==> src/design/acts_pkg.sv <==
`timescale 1ns / 1ps
package acts_pkg;

    // Packed stream widths: fields packed from the lowest bit up, padded to bytes.
    localparam int IN_DATA_W  = 72;
    localparam int OUT_DATA_W = 16;

    // Pairs reported per sweep before later pairs are dropped.
    localparam int MAX_RESULTS = 28;
    localparam int CNT_W       = 5;

    typedef enum logic [1:0] {
        KIND_ADD   = 2'd0,
        KIND_MARK  = 2'd1,
        KIND_SWEEP = 2'd2
    } kind_t;

    // One table entry as it sits in the box memory.
    typedef struct packed {
        logic signed [15:0] x;
        logic signed [15:0] y;
        logic [14:0]        w;
        logic [14:0]        h;
        logic [2:0]         ctype;
        logic               listener;
    } box_t;

    // One result item.
    typedef struct packed {
        logic       status;
        logic [2:0] first_slot;
        logic [2:0] second_slot;
        logic       pair_valid;
        logic       notify_first;
        logic       notify_second;
        logic       last;
    } result_t;

    // Verdict of the pair tester.
    typedef struct packed {
        logic overlap;
        logic notify_first;
        logic notify_second;
    } pair_check_t;

endpackage

==> src/design/acts_pair_check.sv <==
`timescale 1ns / 1ps
module acts_pair_check
    import acts_pkg::*;
(
    input  box_t        box_a,
    input  box_t        box_b,
    input  logic [63:0] matrix,
    output pair_check_t check
);

    logic signed [16:0] a_x;
    logic signed [16:0] a_y;
    logic signed [16:0] b_x;
    logic signed [16:0] b_y;
    logic signed [16:0] a_r;
    logic signed [16:0] a_b;
    logic signed [16:0] b_r;
    logic signed [16:0] b_b;

    always_comb
    begin
        a_x = 17'(box_a.x);
        a_y = 17'(box_a.y);
        b_x = 17'(box_b.x);
        b_y = 17'(box_b.y);
        a_r = a_x + signed'({2'b00, box_a.w});
        a_b = a_y + signed'({2'b00, box_a.h});
        b_r = b_x + signed'({2'b00, box_b.w});
        b_b = b_y + signed'({2'b00, box_b.h});

        // Strict overlap: shared edges do not count.
        check.overlap = (a_x < b_r) && (a_r > b_x) && (a_y < b_b) && (a_b > b_y);

        // Bit a*8+b of the matrix says type a hears about type b.
        check.notify_first  = matrix[{box_a.ctype, box_b.ctype}] & box_a.listener;
        check.notify_second = matrix[{box_b.ctype, box_a.ctype}] & box_b.listener;
    end

endmodule

==> src/design/aabb_collider_table_sweep_unit.sv <==
`timescale 1ns / 1ps
// Channel   Direction  Payload
// s_axis    in         tdata: rect fields and slot; tuser: kind
// m_axis    out        tdata: status, slots, notices; tuser: pair_valid; tlast: last
// cfg       in         cfg_wr_en / cfg_wr_data: interaction matrix
//
// Add, mark and unused kinds are handled on acceptance; the result is in the output
// register on the next cycle. A sweep purges marked slots; each live slot i below
// the top slot is checked against every higher slot, as the single read port of the
// box memory delivers one partner box per cycle while not stalled; dead slots are
// skipped. Output back-pressure stalls the scan in place on a hit with a pair held.
// Reset clears the slot flags, the matrix and all control state; the box memory
// keeps whatever it holds, since a slot only goes live once an add has written it.
module aabb_collider_table_sweep_unit
    import acts_pkg::*;
#(
    parameter int SLOT_COUNT = 8
)(
    input  logic                  clk,
    input  logic                  rst_n,
    input  logic                  cfg_wr_en,
    input  logic [63:0]           cfg_wr_data,
    input  logic                  s_axis_tvalid,
    output logic                  s_axis_tready,
    // rect_x[15:0], rect_y[31:16], rect_w[46:32], rect_h[61:47],
    // rect_type[64:62], has_listener[65], slot[68:66], zeros above
    input  logic [IN_DATA_W-1:0]  s_axis_tdata,
    // kind[1:0]
    input  logic [1:0]            s_axis_tuser,
    output logic                  m_axis_tvalid,
    input  logic                  m_axis_tready,
    // status[0], first_slot[3:1], second_slot[6:4], notify_first[7],
    // notify_second[8], zeros above
    output logic [OUT_DATA_W-1:0] m_axis_tdata,
    // pair_valid[0]
    output logic [0:0]            m_axis_tuser,
    output logic                  m_axis_tlast
);

    localparam int SW = (SLOT_COUNT > 1) ? $clog2(SLOT_COUNT) : 1;
    localparam int KW = $clog2(SLOT_COUNT + 1);

    // The sweep walks the outer slot i, loads its box once, then streams every
    // higher slot k through the memory read port against it.
    typedef enum logic [6:0] {
        ST_IDLE   = 7'b0000001,
        ST_PURGE  = 7'b0000010,
        ST_NEXT_I = 7'b0000100,
        ST_GRAB   = 7'b0001000,
        ST_SCAN   = 7'b0010000,
        ST_FINISH = 7'b0100000,
        ST_SPARE  = 7'b1000000
    } state_t;

    state_t                state_reg,      state_next;
    logic [63:0]           matrix_reg;
    logic [SLOT_COUNT-1:0] live_reg,       live_next;
    logic [SLOT_COUNT-1:0] marked_reg,     marked_next;
    logic [SW-1:0]         i_reg,          i_next;
    logic [KW-1:0]         k_reg,          k_next;
    logic                  c_valid_reg,    c_valid_next;
    logic [SW-1:0]         c_k_reg,        c_k_next;
    logic [CNT_W-1:0]      cnt_reg,        cnt_next;
    logic                  pend_valid_reg, pend_valid_next;
    result_t               pend_reg,       pend_next;
    logic                  out_valid_reg,  out_valid_next;
    result_t               out_reg,        out_next;
    box_t                  bi_reg,         bi_next;

    // Box memory with a registered read.
    box_t                  box_mem [SLOT_COUNT];
    box_t                  rd_data_reg;
    logic                  mem_we;
    logic [SW-1:0]         mem_wr_addr;
    box_t                  mem_wr_data;
    logic                  mem_re;
    logic [SW-1:0]         mem_rd_addr;

    box_t                  in_box;
    kind_t                 in_kind;
    logic [2:0]            in_slot;
    logic                  in_fire;
    logic                  out_can_load;
    logic                  free_found;
    logic [SW-1:0]         free_idx;
    pair_check_t           chk;
    logic                  hit;
    logic                  stall;
    result_t               new_pair;
    result_t               done_res;

    acts_pair_check u_pair_check (
        .box_a  (bi_reg),
        .box_b  (rd_data_reg),
        .matrix (matrix_reg),
        .check  (chk)
    );

    always_comb
    begin
        in_box.x        = s_axis_tdata[15:0];
        in_box.y        = s_axis_tdata[31:16];
        in_box.w        = s_axis_tdata[46:32];
        in_box.h        = s_axis_tdata[61:47];
        in_box.ctype    = s_axis_tdata[64:62];
        in_box.listener = s_axis_tdata[65];
        in_slot         = s_axis_tdata[68:66];
        in_kind         = kind_t'(s_axis_tuser);
    end

    assign out_can_load  = !out_valid_reg || m_axis_tready;
    assign s_axis_tready = (state_reg == ST_IDLE) && out_can_load;
    assign in_fire       = s_axis_tvalid && s_axis_tready;

    // Lowest free slot.
    always_comb
    begin
        free_found = 1'b0;
        free_idx   = '0;
        for (int j = SLOT_COUNT - 1; j >= 0; j--)
        begin
            if (!live_reg[j])
            begin
                free_found = 1'b1;
                free_idx   = SW'(j);
            end
        end
    end

    always_comb
    begin
        hit   = c_valid_reg && chk.overlap && (cnt_reg < CNT_W'(MAX_RESULTS));
        // A second hit can only be taken once the held one has somewhere to go.
        stall = hit && pend_valid_reg && !out_can_load;

        new_pair               = '0;
        new_pair.first_slot    = 3'(i_reg);
        new_pair.second_slot   = 3'(c_k_reg);
        new_pair.pair_valid    = 1'b1;
        new_pair.notify_first  = chk.notify_first;
        new_pair.notify_second = chk.notify_second;

        done_res      = '0;
        done_res.last = 1'b1;
    end

    always_comb
    begin
        state_next      = state_reg;
        live_next       = live_reg;
        marked_next     = marked_reg;
        i_next          = i_reg;
        k_next          = k_reg;
        c_valid_next    = c_valid_reg;
        c_k_next        = c_k_reg;
        cnt_next        = cnt_reg;
        pend_valid_next = pend_valid_reg;
        pend_next       = pend_reg;
        out_next        = out_reg;
        bi_next         = bi_reg;
        mem_we          = 1'b0;
        mem_wr_addr     = free_idx;
        mem_wr_data     = in_box;
        mem_re          = 1'b0;
        mem_rd_addr     = i_reg;

        out_valid_next  = out_valid_reg && !m_axis_tready;

        unique case (state_reg)
            ST_IDLE:
            begin
                if (in_fire)
                begin
                    unique case (in_kind)
                        KIND_ADD:
                        begin
                            out_valid_next = 1'b1;
                            out_next       = done_res;
                            if (free_found)
                            begin
                                mem_we                = 1'b1;
                                live_next[free_idx]   = 1'b1;
                                marked_next[free_idx] = 1'b0;
                                out_next.first_slot   = 3'(free_idx);
                            end
                            else
                            begin
                                out_next.status = 1'b1;
                            end
                        end
                        KIND_MARK:
                        begin
                            out_valid_next = 1'b1;
                            out_next       = done_res;
                            for (int j = 0; j < SLOT_COUNT; j++)
                            begin
                                if ((int'(in_slot) == j) && live_reg[j])
                                begin
                                    marked_next[j] = 1'b1;
                                end
                            end
                        end
                        KIND_SWEEP:
                        begin
                            state_next = ST_PURGE;
                        end
                        default:
                        begin
                            out_valid_next = 1'b1;
                            out_next       = done_res;
                        end
                    endcase
                end
            end

            ST_PURGE:
            begin
                live_next       = live_reg & ~marked_reg;
                marked_next     = '0;
                i_next          = '0;
                cnt_next        = '0;
                pend_valid_next = 1'b0;
                state_next      = ST_NEXT_I;
            end

            ST_NEXT_I:
            begin
                priority if (i_reg == SW'(SLOT_COUNT - 1))
                begin
                    state_next = ST_FINISH;
                end
                else if (live_reg[i_reg])
                begin
                    mem_re      = 1'b1;
                    mem_rd_addr = i_reg;
                    state_next  = ST_GRAB;
                end
                else
                begin
                    i_next = i_reg + SW'(1);
                end
            end

            ST_GRAB:
            begin
                bi_next      = rd_data_reg;
                mem_re       = 1'b1;
                mem_rd_addr  = i_reg + SW'(1);
                c_valid_next = live_reg[i_reg + SW'(1)];
                c_k_next     = i_reg + SW'(1);
                k_next       = KW'(i_reg) + KW'(2);
                state_next   = ST_SCAN;
            end

            ST_SCAN:
            begin
                if (!stall)
                begin
                    if (hit)
                    begin
                        if (pend_valid_reg)
                        begin
                            out_valid_next = 1'b1;
                            out_next       = pend_reg;
                        end
                        pend_valid_next = 1'b1;
                        pend_next       = new_pair;
                        cnt_next        = cnt_reg + CNT_W'(1);
                    end
                    if (k_reg < KW'(SLOT_COUNT))
                    begin
                        mem_re       = 1'b1;
                        mem_rd_addr  = k_reg[SW-1:0];
                        c_valid_next = live_reg[k_reg[SW-1:0]];
                        c_k_next     = k_reg[SW-1:0];
                        k_next       = k_reg + KW'(1);
                    end
                    else
                    begin
                        c_valid_next = 1'b0;
                        i_next       = i_reg + SW'(1);
                        state_next   = ST_NEXT_I;
                    end
                end
            end

            ST_FINISH:
            begin
                if (out_can_load)
                begin
                    out_valid_next = 1'b1;
                    if (pend_valid_reg)
                    begin
                        out_next      = pend_reg;
                        out_next.last = 1'b1;
                    end
                    else
                    begin
                        out_next = done_res;
                    end
                    pend_valid_next = 1'b0;
                    state_next      = ST_IDLE;
                end
            end

            default:
            begin
                state_next = ST_IDLE;
            end
        endcase
    end

    always_ff @(posedge clk or negedge rst_n)
    begin
        if (!rst_n)
        begin
            state_reg      <= ST_IDLE;
            matrix_reg     <= '0;
            live_reg       <= '0;
            marked_reg     <= '0;
            i_reg          <= '0;
            k_reg          <= '0;
            c_valid_reg    <= 1'b0;
            cnt_reg        <= '0;
            pend_valid_reg <= 1'b0;
            out_valid_reg  <= 1'b0;
        end
        else
        begin
            state_reg      <= state_next;
            if (cfg_wr_en)
            begin
                matrix_reg <= cfg_wr_data;
            end
            live_reg       <= live_next;
            marked_reg     <= marked_next;
            i_reg          <= i_next;
            k_reg          <= k_next;
            c_valid_reg    <= c_valid_next;
            cnt_reg        <= cnt_next;
            pend_valid_reg <= pend_valid_next;
            out_valid_reg  <= out_valid_next;
        end
    end

    // Payload registers carry no reset.
    always_ff @(posedge clk)
    begin
        c_k_reg  <= c_k_next;
        pend_reg <= pend_next;
        out_reg  <= out_next;
        bi_reg   <= bi_next;
    end

    always_ff @(posedge clk)
    begin
        if (mem_we)
        begin
            box_mem[mem_wr_addr] <= mem_wr_data;
        end
        if (mem_re)
        begin
            rd_data_reg <= box_mem[mem_rd_addr];
        end
    end

    assign m_axis_tvalid   = out_valid_reg;
    assign m_axis_tdata    = {7'b0000000, out_reg.notify_second, out_reg.notify_first,
                              out_reg.second_slot, out_reg.first_slot, out_reg.status};
    assign m_axis_tuser[0] = out_reg.pair_valid;
    assign m_axis_tlast    = out_reg.last;

endmodule

==> config.mk <==
export PLATFORM = sky130hd
export DESIGN_NAME = aabb_collider_table_sweep_unit
export DESIGN_NICKNAME = d
export VERILOG_FILES = /design/src/design/acts_pkg.sv /design/src/design/acts_pair_check.sv /design/src/design/aabb_collider_table_sweep_unit.sv
export SDC_FILE = /design/constraint.sdc
export NUM_CORES = 1
export LEC_CHECK = 0
export ABC_AREA = 1
export ABC_CLOCK_PERIOD_IN_PS = 20700
export BUFFER_PORTS_ARGS = -buffer_cell sky130_fd_sc_hd__buf_2
export CAP_MARGIN = 30
export CORE_MARGIN = 1
export CORE_UTILIZATION = 45
export DETAILED_ROUTE_END_ITERATION = 10
export PLACE_DENSITY = 0.6
export SLEW_MARGIN = 25
export SYNTH_ARGS = -nofsm -noshare
export SYNTH_HDL_FRONTEND = slang
export SYNTH_SLANG_ARGS = --single-unit
==> constraint.sdc <==
create_clock -name clk -period 20.7 [get_ports clk]
set_input_delay 5.175 -clock clk [delete_from_list [all_inputs] [get_ports clk]]
set_output_delay 5.175 -clock clk [all_outputs]
set_load 0.02 [all_outputs]
==> run summary, run 1 <==
Status: finished, final reports clean
Hold Path Class: reg2reg
EDFF count, synth: 682
Largest net degree at the start of global routing: 173
Synth top area cells: edfxtp_1 (57%), nand3_1 (10%), dfrtp_1 (6.9%)
Max FO, Critical Path: 7
Max reg flops: 528
FMAX: 0.08869 GHz
Sum Neg Setup Slack: 0 ns
Clock Skews: 0.04111 ns
Chip width: 285.4 um
RD Place Congestion: 0.8548
I/O pins: 163
Synth Warn #: 0
Drt first pass iters: 6
Post-Syn Area: 36140 um^2
Initial core utilization: 0.4560
Number of H-tree levels: 3
CTS tree: done
Dpl hpwl: 52180 um
Layout cell share with drive strength beyond 1: 0.1094
Commonest non-fill, non-tap cell in the layout: nand3_1
DRC Markers: 0
Most frequent cells in the layout: nand3_1 (724), edfxtp_1 (682), nand2_1 (570)
CP Depth: 4
P&R area growth vs syn: 12.72%
Post-synthesis sequential area ratio: 0.6366
All-Layer GR Usage: 0.2144
Hold_buf cts: 0
DIE AREA: 81460 um^2
Tmin final: 11.28 ns
Number of port buffers: 152
Cell depth of the worst min-delay path: 0
CP max-delay cell: nor2_1
Gate Count Post-Synth: 3299
Kind of cell adding the most delay to the critical path: simple AND/OR/NAND/NOR gates
CP bufs+invs: 2
CTS Buffer Depth: 3
Clk_lat worst skew: 0.65 ns
Vias in the first global route: 23640
Initial antenna violation count: 18
Total of max-cap violations: 0
Routed Antenna Nets: 0
Reg2reg path depth: 30
Die height: 285.4 um
#FFs+latches synth: 783
Worst-margin pin slew: 1.052 ns
Post-synth ARST share: 0.1290
Crit-path max cell delay: 0.49 ns
Final Hold Viols: 0
Worst EP required: 15.53 ns
Sink Count: 783
Total grt overflow: 0
Slew margin rel.: 0.2983
Final Cycle Share: 0.5447
Clock slew at reported path FFs: 0.06 ns
Arrival time at the worst endpoint: 6.10 ns
Root Driver: clkbuf_16
CP endpoint kind: output pin
LEAKAGE: 0.01576 uW
Detailed Route Iter0 Violations: 1944
Worst-path cell chain: buf_2 > nor2_1 > nor2_1 > buf_2
Peak VDD IR: 0.09744 mV
Cts repair resizes: 0
Most used DFF post-synth: edfxtp_1
WL final: 87940 um
Area leader, netlist: edfxtp_1
Number of buffers created by CTS: 85
Pre-CTS WS: 9.405 ns
Top cell type's share of synthesized area: 0.5666
FP Rows: 103
Power per cell area: 119.7 nW/um^2
Core Box Area: 79260 um^2
Final setup fails: 0
RSZ-0062 raised after global routing: no
Crit path launch type: input pin
Synth cell types: 50
Setup Buffers After CTS: 0
Slew Limit Fails: 0
Mean Syn Cell Area: 10.96 um^2
WL/cell: 19.43 um
DR vias/cell: 5.444
Total number of vias: 24640
First-pass GRT wire length: 135700 um
Critical path type: in2out
Final WS setup: 9.425 ns
Nets: 3685
[layer usage]
metal | track usage | vias to the layer above | wire [um]
li1 | - | 11960 | -
met1 | 0.2880 | 11870 | 38610
met2 | 0.3538 | 628 | 42080
met3 | 0.03896 | 164 | 4893
met4 | 0.06537 | 18 | 2244
met5 | 0 | - | 115
[layout make-up]
cell class	count	area, um^2
Antenna cell	2	5.005
Clock buffer	101	2228
Clock inverter	54	576.8
Fill cell	7013	38520
Inverter	235	889.6
Multi-Input combinational cell	2109	11550
Sequential cell	783	23010
Tap cell	1050	1314
Timing Repair Buffer	193	1166
[cell usage after synthesis, types with 3 or more instances]
| cell type | instances |
|---|---|
| o21ai_0 | 180 |
| edfxtp_1 | 682 |
| inv_1 | 231 |
| mux2_2 | 35 |
| dfrtp_1 | 100 |
| o21ai_1 | 4 |
| o22ai_1 | 5 |
| o21a_1 | 5 |
| nand4_1 | 14 |
| xnor2_1 | 22 |
| nor3_1 | 15 |
| a21o_1 | 8 |
| xor2_1 | 35 |
| nand3_1 | 724 |
| buf_6 | 9 |
| clkbuf_1 | 83 |
| o211ai_1 | 4 |
| o221ai_1 | 4 |
| buf_2 | 51 |
| buf_1 | 20 |
| fa_1 | 4 |
| o21bai_1 | 7 |
| nand2_1 | 571 |
| ha_1 | 131 |
| a211oi_1 | 4 |
| o31ai_1 | 11 |
| buf_4 | 15 |
| nor2_1 | 94 |
| a32o_1 | 3 |
| a21oi_1 | 194 |
| nand3b_1 | 3 |
| nor4_1 | 7 |
[cell families after synthesis]
| logic type | count (synthesis) | share of synthesized area |
|---|---|---|
| XOR/XNOR | 57 | 0.01381 |
| other | 1 | 0.0001038 |
| AO/OA/AOI/OAI | 438 | 0.06508 |
| flip-flops | 783 | 0.6366 |
| AND/OR/NAND/NOR | 1437 | 0.1779 |
| buffers and inverters | 413 | 0.04808 |
| multiplexers | 35 | 0.01090 |
| adder cells (fa/ha/maj) | 135 | 0.04756 |
[path summary, 6_finish.rpt]
check | from | slack [ns] | end
worst max-delay path | m_axis_tready | 9.42 | s_axis_tready
worst min-delay path | c_k_reg[2] | 0.41 | pend_reg[6]
worst max register to register | rd_data_reg[34] | 13.40 | rd_data_reg[30]
worst min register to register | c_k_reg[2] | 0.41 | pend_reg[6]
max in group asynchronous | rst_n | 15.14 | matrix_reg[47]
min in group asynchronous | rst_n | 4.44 | k_reg[1]
[through the flow]
stage	area [um^2]	hold slack, ns	utilization	total power, uW	std cells
finish	40740	0.4147	0.5140	4878	4527
global route	40740	0.4259	0.5140	5149	4526
CTS	40670	0.4189	0.5131	4923	4522
detailed placement	37860	0.4052	0.4777	3417	4367
global placement	37800	0.4028	0.4770	3396	4364
floorplan	36170	0.4003	-	2929	3305
[power breakdown]
group / internal [uW] / total [uW] / switching, uW
Clock: 877 / 1500 / 627
Combinational: 428 / 1450 / 1020
Sequential: 1860 / 1930 / 68.5
Total: 3160 / 4880 / 1720
No activity file was read; power rests on OpenSTA's default activity.
==> run 2: changes to the inputs <==
- ABC_CLOCK_PERIOD_IN_PS: 20700 -> 10500
- clock period: 20.7 -> 10.5 ns (I/O delays scaled with it)
==> run 2 against run 1 <==
Final cell count about the same; largest cell class unchanged; first-iteration DRC count increased by 5.7%; critical path type is now reg2reg; utilization about the same; die area unchanged; total power increased by 96%; combinational power increased by 95%; sequential share of layout area increased by 0.054 points; count of clock-buffer cells in the layout increased by 7; worst setup slack got worse by 6.2 ns.
==> run summary, run 2 (synthesis gave the netlist of run 1 again) <==
Total of max-cap violations: 0
Power per cell area: 235.4 nW/um^2
Vias in the first global route: 23430
I/O pins: 163
Reg2reg setup slack: 3.19 ns
Worst r2r src: rd_data_reg[34]
Hold Path Class: reg2reg
Reg2reg path depth: 31
DR vias/cell: 5.414
Worst-margin pin slew: 0.9443 ns
Chip width: 285.4 um
Crit-path max cell delay: 0.54 ns
FP Rows: 103
Worst EP required: 10.95 ns
Max FO, Critical Path: 163
Hold_buf cts: 0
Clock slew at reported path FFs: 0.06 ns
Arrival time at the worst endpoint: 7.76 ns
Cts repair resizes: 0
Kind of cell adding the most delay to the critical path: simple AND/OR/NAND/NOR gates
CP endpoint kind: register
Routed Antenna Nets: 0
WL final: 87570 um
M1 WL: 38920 um
Drt first pass iters: 7
Layout cell share with drive strength beyond 1: 0.1045
DR WL met2: 42230 um
Sink Count: 783
CP most frequent cell: nand2_1
Worst Setup SP: rd_data_reg[34]
Crit path launch type: register
CP max-delay cell: nand3_4
CP bufs+invs: 1
Reg2Reg Capture Point: rd_data_reg[2]
CTS Buffer Depth: 3
Root Driver: clkbuf_16
Detailed Route Iter0 Violations: 2054
Met3 Wirelength: 4198 um
P&R area growth vs syn: 12.61%
All-Layer GR Usage: 0.2145
Number of buffers created by CTS: 86
Initial antenna violation count: 10
Clk_lat worst skew: 0.65 ns
First-pass GRT wire length: 135500 um
RSZ-0062 raised after global routing: no
Initial core utilization: 0.4560
RD Place Congestion: 0.8698
WL/cell: 19.33 um
FMAX: 0.1368 GHz
Commonest non-fill, non-tap cell in the layout: nand3_1
Setup Buffers After CTS: 0
Number of H-tree levels: 3
Core Box Area: 79260 um^2
Hold WS: 0.4162 ns
Slew Limit Fails: 0
DIE AREA: 81460 um^2
CTS tree: done
Die height: 285.4 um
LEAKAGE: 0.01573 uW
Clock Skews: 0.03811 ns
Status: finished, final reports clean
Max reg flops: 528
Number of port buffers: 152
Slew margin rel.: 0.3704
CP Depth: 31
Final Cycle Share: 0.6959
Peak VDD IR: 0.2048 mV
DRC Markers: 0
Tmin final: 7.307 ns
Final Hold Viols: 0
Nets: 3681
Largest net degree at the start of global routing: 164
Total number of vias: 24520
Sum Neg Setup Slack: 0 ns
Total grt overflow: 0
Critical path type: reg2reg
Dpl hpwl: 51730 um
Total power draw: 9582 uW
Final setup fails: 0
Worst setup path end: rd_data_reg[2]
Uppermost layer routed: met5
Most frequent cells in the layout: nand3_1 (724), edfxtp_1 (682), nand2_1 (570)
==> run 2: cell types whose count changed in the layout (fill, tap and decap cells not counted), sizes merged <==
cell	before	now
buf	193	188
bufinv	8	7
clkbuf	101	108
clkinv	42	45
clkinvlp	3	0
diode	2	5
inv	236	235
==> run 2: metal layers <==
layer	track usage	vias to the layer above
met2	0.3559	598
met3	0.03064	154
li1	-	11960
met4	0.06537	8
met5	0	-
met1	0.2920	11800
==> run 2: how the worst min path moves through the flow <==
stage,cells after the start,start,end
6_report,0,c_k_reg[0],pend_reg[4]
3_3_place_gp,0,c_k_reg[0],pend_reg[4]
3_5_place_dp,0,c_k_reg[0],pend_reg[4]
4_1_cts,0,c_k_reg[0],pend_reg[4]
5_1_grt,0,c_k_reg[0],pend_reg[4]
2_1_floorplan,0,c_k_reg[0],pend_reg[4]
==> run 2: area by class of cell <==
cell class | count | area, um^2
fill | 6959 | 38550
sequential | 783 | 23010
multi-input combinational | 2109 | 11560
clock buffer | 108 | 2296
tap | 1050 | 1314
timing repair buffer | 188 | 1111
inverter | 235 | 889.6
clock inverter | 52 | 509.2
antenna | 5 | 12.51
==> run 2: power by group <==
group	total (uW)	leakage [uW]	internal (uW)	switching, uW
Combinational	2830	0.00700	837	1990
Sequential	3800	0.00737	3660	136
Clock	2960	0.00136	1730	1230
Total	9580	0.0157	6230	3350
==> run 2: per-stage QoR <==
stage	utilization	cell area [um^2]	std cells	setup WS (ns)
2_1_floorplan	-	36170	3305	1.980
3_3_place_gp	0.4773	37830	4363	3.267
3_5_place_dp	0.4773	37830	4363	3.279
4_1_cts	0.5127	40640	4523	3.213
5_1_grt	0.5135	40700	4527	2.685
6_report	0.5136	40700	4530	3.193
==> run 3: changes to the inputs <==
- ABC_AREA: 1 -> 0
- ABC_CLOCK_PERIOD_IN_PS: 10500 -> 7000
- clock period: 10.5 -> 7 ns (I/O delays scaled with it)
==> run 3 against run 2 <==
Fmax up 12%; first-iteration DRC count is 42% lower; hold slack improved by 0.0048 ns; total power is 39% higher; clock skew fell by 0.020 ns; sequential share of layout area rose by 0.35 points; final cell count shrank 21%; count of clock-buffer cells in the layout is 7 lower; critical path depth shrank 6; critical endpoint is now rd_data_reg[39].
==> run summary, run 3 <==
Most frequent cells in the layout: edfxtp_1 (682), mux2_2 (159), buf_2 (151)
Core Box Area: 77590 um^2
Synth top area cells: edfxtp_1 (58%), dfrtp_1 (7.1%), mux2_2 (5.1%)
Area leader, netlist: edfxtp_1
Power per cell area: 329.7 nW/um^2
Layout fillers: 6461
Crit path launch type: register
Count leader, synth: edfxtp_1
P&R area growth vs syn: 14.53%
Peak VDD IR: 0.2186 mV
Drt first pass iters: 5
Gate Count Post-Synth: 2269
Top cell type's share of synthesized area: 0.5798
Synth Warn #: 0
Max reg flops: 528
Slew Limit Fails: 0
Hold Path Class: reg2reg
Initial antenna violation count: 11
EDFF count, synth: 682
WL final: 80110 um
Number of H-tree levels: 3
Clock Skews: 0.01771 ns
RD Place Congestion: 0.8225
Status: finished, final reports clean
Worst EP required: 7.34 ns
CP endpoint kind: register
FMAX: 0.1539 GHz
Arrival time at the worst endpoint: 6.84 ns
Dpl hpwl: 49160 um
Sink Count: 783
Vias in the first global route: 20570
Post-synth ARST share: 0.1290
Max FO, Critical Path: 48
Worst-margin pin slew: 1.045 ns
Post-Syn Area: 35320 um^2
Die height: 282.2 um
Clock slew at reported path FFs: 0.06 ns
Root Driver: clkbuf_16
Nets: 2738
Synth cell count leaders: edfxtp_1 (682), mux2_2 (159), ha_1 (131), dfrtp_1 (100), inv_1 (85)
First-pass GRT wire length: 122400 um
Sum Neg Setup Slack: 0 ns
Final setup fails: 0
Mean Syn Cell Area: 15.57 um^2
Final Cycle Share: 0.9282
Clk_lat worst skew: 0.63 ns
Synth cell types: 78
LEAKAGE: 0.01470 uW
WL/cell: 22.42 um
RSZ-0062 raised after global routing: no
Routed Antenna Nets: 0
CTS Buffer Depth: 3
Slew margin rel.: 0.2974
Hold WS: 0.4210 ns
DR vias/cell: 5.580
Total number of vias: 19940
Total of max-cap violations: 0
Tmin final: 6.497 ns
Critical path type: reg2reg
#FFs+latches synth: 783
Layout cell share with drive strength beyond 1: 0.2506
Total grt overflow: 0
CTS tree: done
Number of port buffers: 152
Detailed Route Iter0 Violations: 1200
Commonest non-fill, non-tap cell in the layout: edfxtp_1
Post-synthesis sequential area ratio: 0.6514
Most used DFF post-synth: edfxtp_1
Initial core utilization: 0.4552
Number of buffers created by CTS: 85
Largest net degree at the start of global routing: 68
Final Hold Viols: 0
I/O pins: 163
Chip width: 282.2 um
FP Rows: 102
DRC Markers: 0
DIE AREA: 79610 um^2
All-Layer GR Usage: 0.2035
Core Util, Final: 0.5213
## run 3: path summary, 6_finish.rpt
check / from / slack (ns) / endpoint / cells past startpoint
max: rd_data_reg[34] / 0.50 / rd_data_reg[39] / 25
min: c_k_reg[0] / 0.42 / pend_reg[4] / 0
max reg2reg: rd_data_reg[34] / 0.50 / rd_data_reg[39] / 25
min reg2reg: c_k_reg[0] / 0.42 / pend_reg[4] / 0
max in group asynchronous: rst_n / 4.66 / cnt_reg[2] / 2
min in group asynchronous: rst_n / 1.14 / matrix_reg[6] / 1
## run 3: metal layers
metal | vias to the layer above | share of wire | GRT usage
li1 | 9255 | - | -
met1 | 10150 | 0.45 | 0.2728
met2 | 403 | 0.49 | 0.3444
met3 | 122 | 0.042 | 0.03221
met4 | 10 | 0.021 | 0.05392
met5 | - | 0.00080 | 0
## run 3: final cells by class
class	instances	area [um^2]	share of cell area
inverters	86	322.8	0.007980
well taps	1040	1301	0.03217
multi-input cells	1306	11570	0.2859
repair buffers	198	1399	0.03458
clock inverters	56	615.6	0.01522
flip-flops and latches	783	23010	0.5688
clock buffers	101	2230	0.05512
diodes	3	7.507	0.0001856
## run 3: cell families after synthesis
| family | Yosys count | synth area share |
|---|---|---|
| compound gates | 440 | 0.09512 |
| xor+xnor | 47 | 0.01165 |
| fa+ha+maj | 135 | 0.04868 |
| buf+inv | 186 | 0.02533 |
| flops | 783 | 0.6514 |
| mux | 320 | 0.1147 |
| other cells | 1 | 0.0001062 |
| simple gates | 357 | 0.05296 |
## run 3: worst max-delay path, cell delays in order, from the launching register on
cell and delay [ns]:
edfxtp_1 0.48, ha_1 0.27, fa_1 0.42, a21o_1 0.19
a21oi_1 0.22, o21bai_1 0.09, a21oi_1 0.23, o21bai_1 0.14
a211oi_2 0.26, o21ai_0 0.17, a31oi_1 0.20, o21bai_1 0.16
a211o_1 0.33, ha_1 0.19, a211oi_1 0.21, mux2i_1 0.13
a311oi_1 0.28, nand2_1 0.14, and4bb_2 0.40, a2111oi_4 0.12
a211oi_4 0.32, buf_12 0.24, buf_16 0.26, mux2_2 0.37
o22ai_1 0.19, a211oi_2 0.09
## run 3: stage by stage
stage	worst slack, ns	cell area [um^2]	power (uW)	instances
2_1_floorplan	0.9234	35350	7917	2275
3_3_place_gp	0.2905	37490	8818	3409
3_5_place_dp	0.2943	37510	8891	3410
4_1_cts	0.2663	40360	13460	3567
5_1_grt	0.08254	40450	13920	3573
6_report	0.5028	40450	13340	3573
## run 3: power by group
part           switching [uW]  internal, uW
combinational            1820          1360
clock                    1840          2700
sequential                196          5430
total                    3850          9480
## run 3: timing repair
item                                   CTS  global route
setup buffers                            0             2
resized for setup                        0             4
setup endpoints to repair                0            40
hold buffers                             0             0
endpoints found under the hold margin    0             0
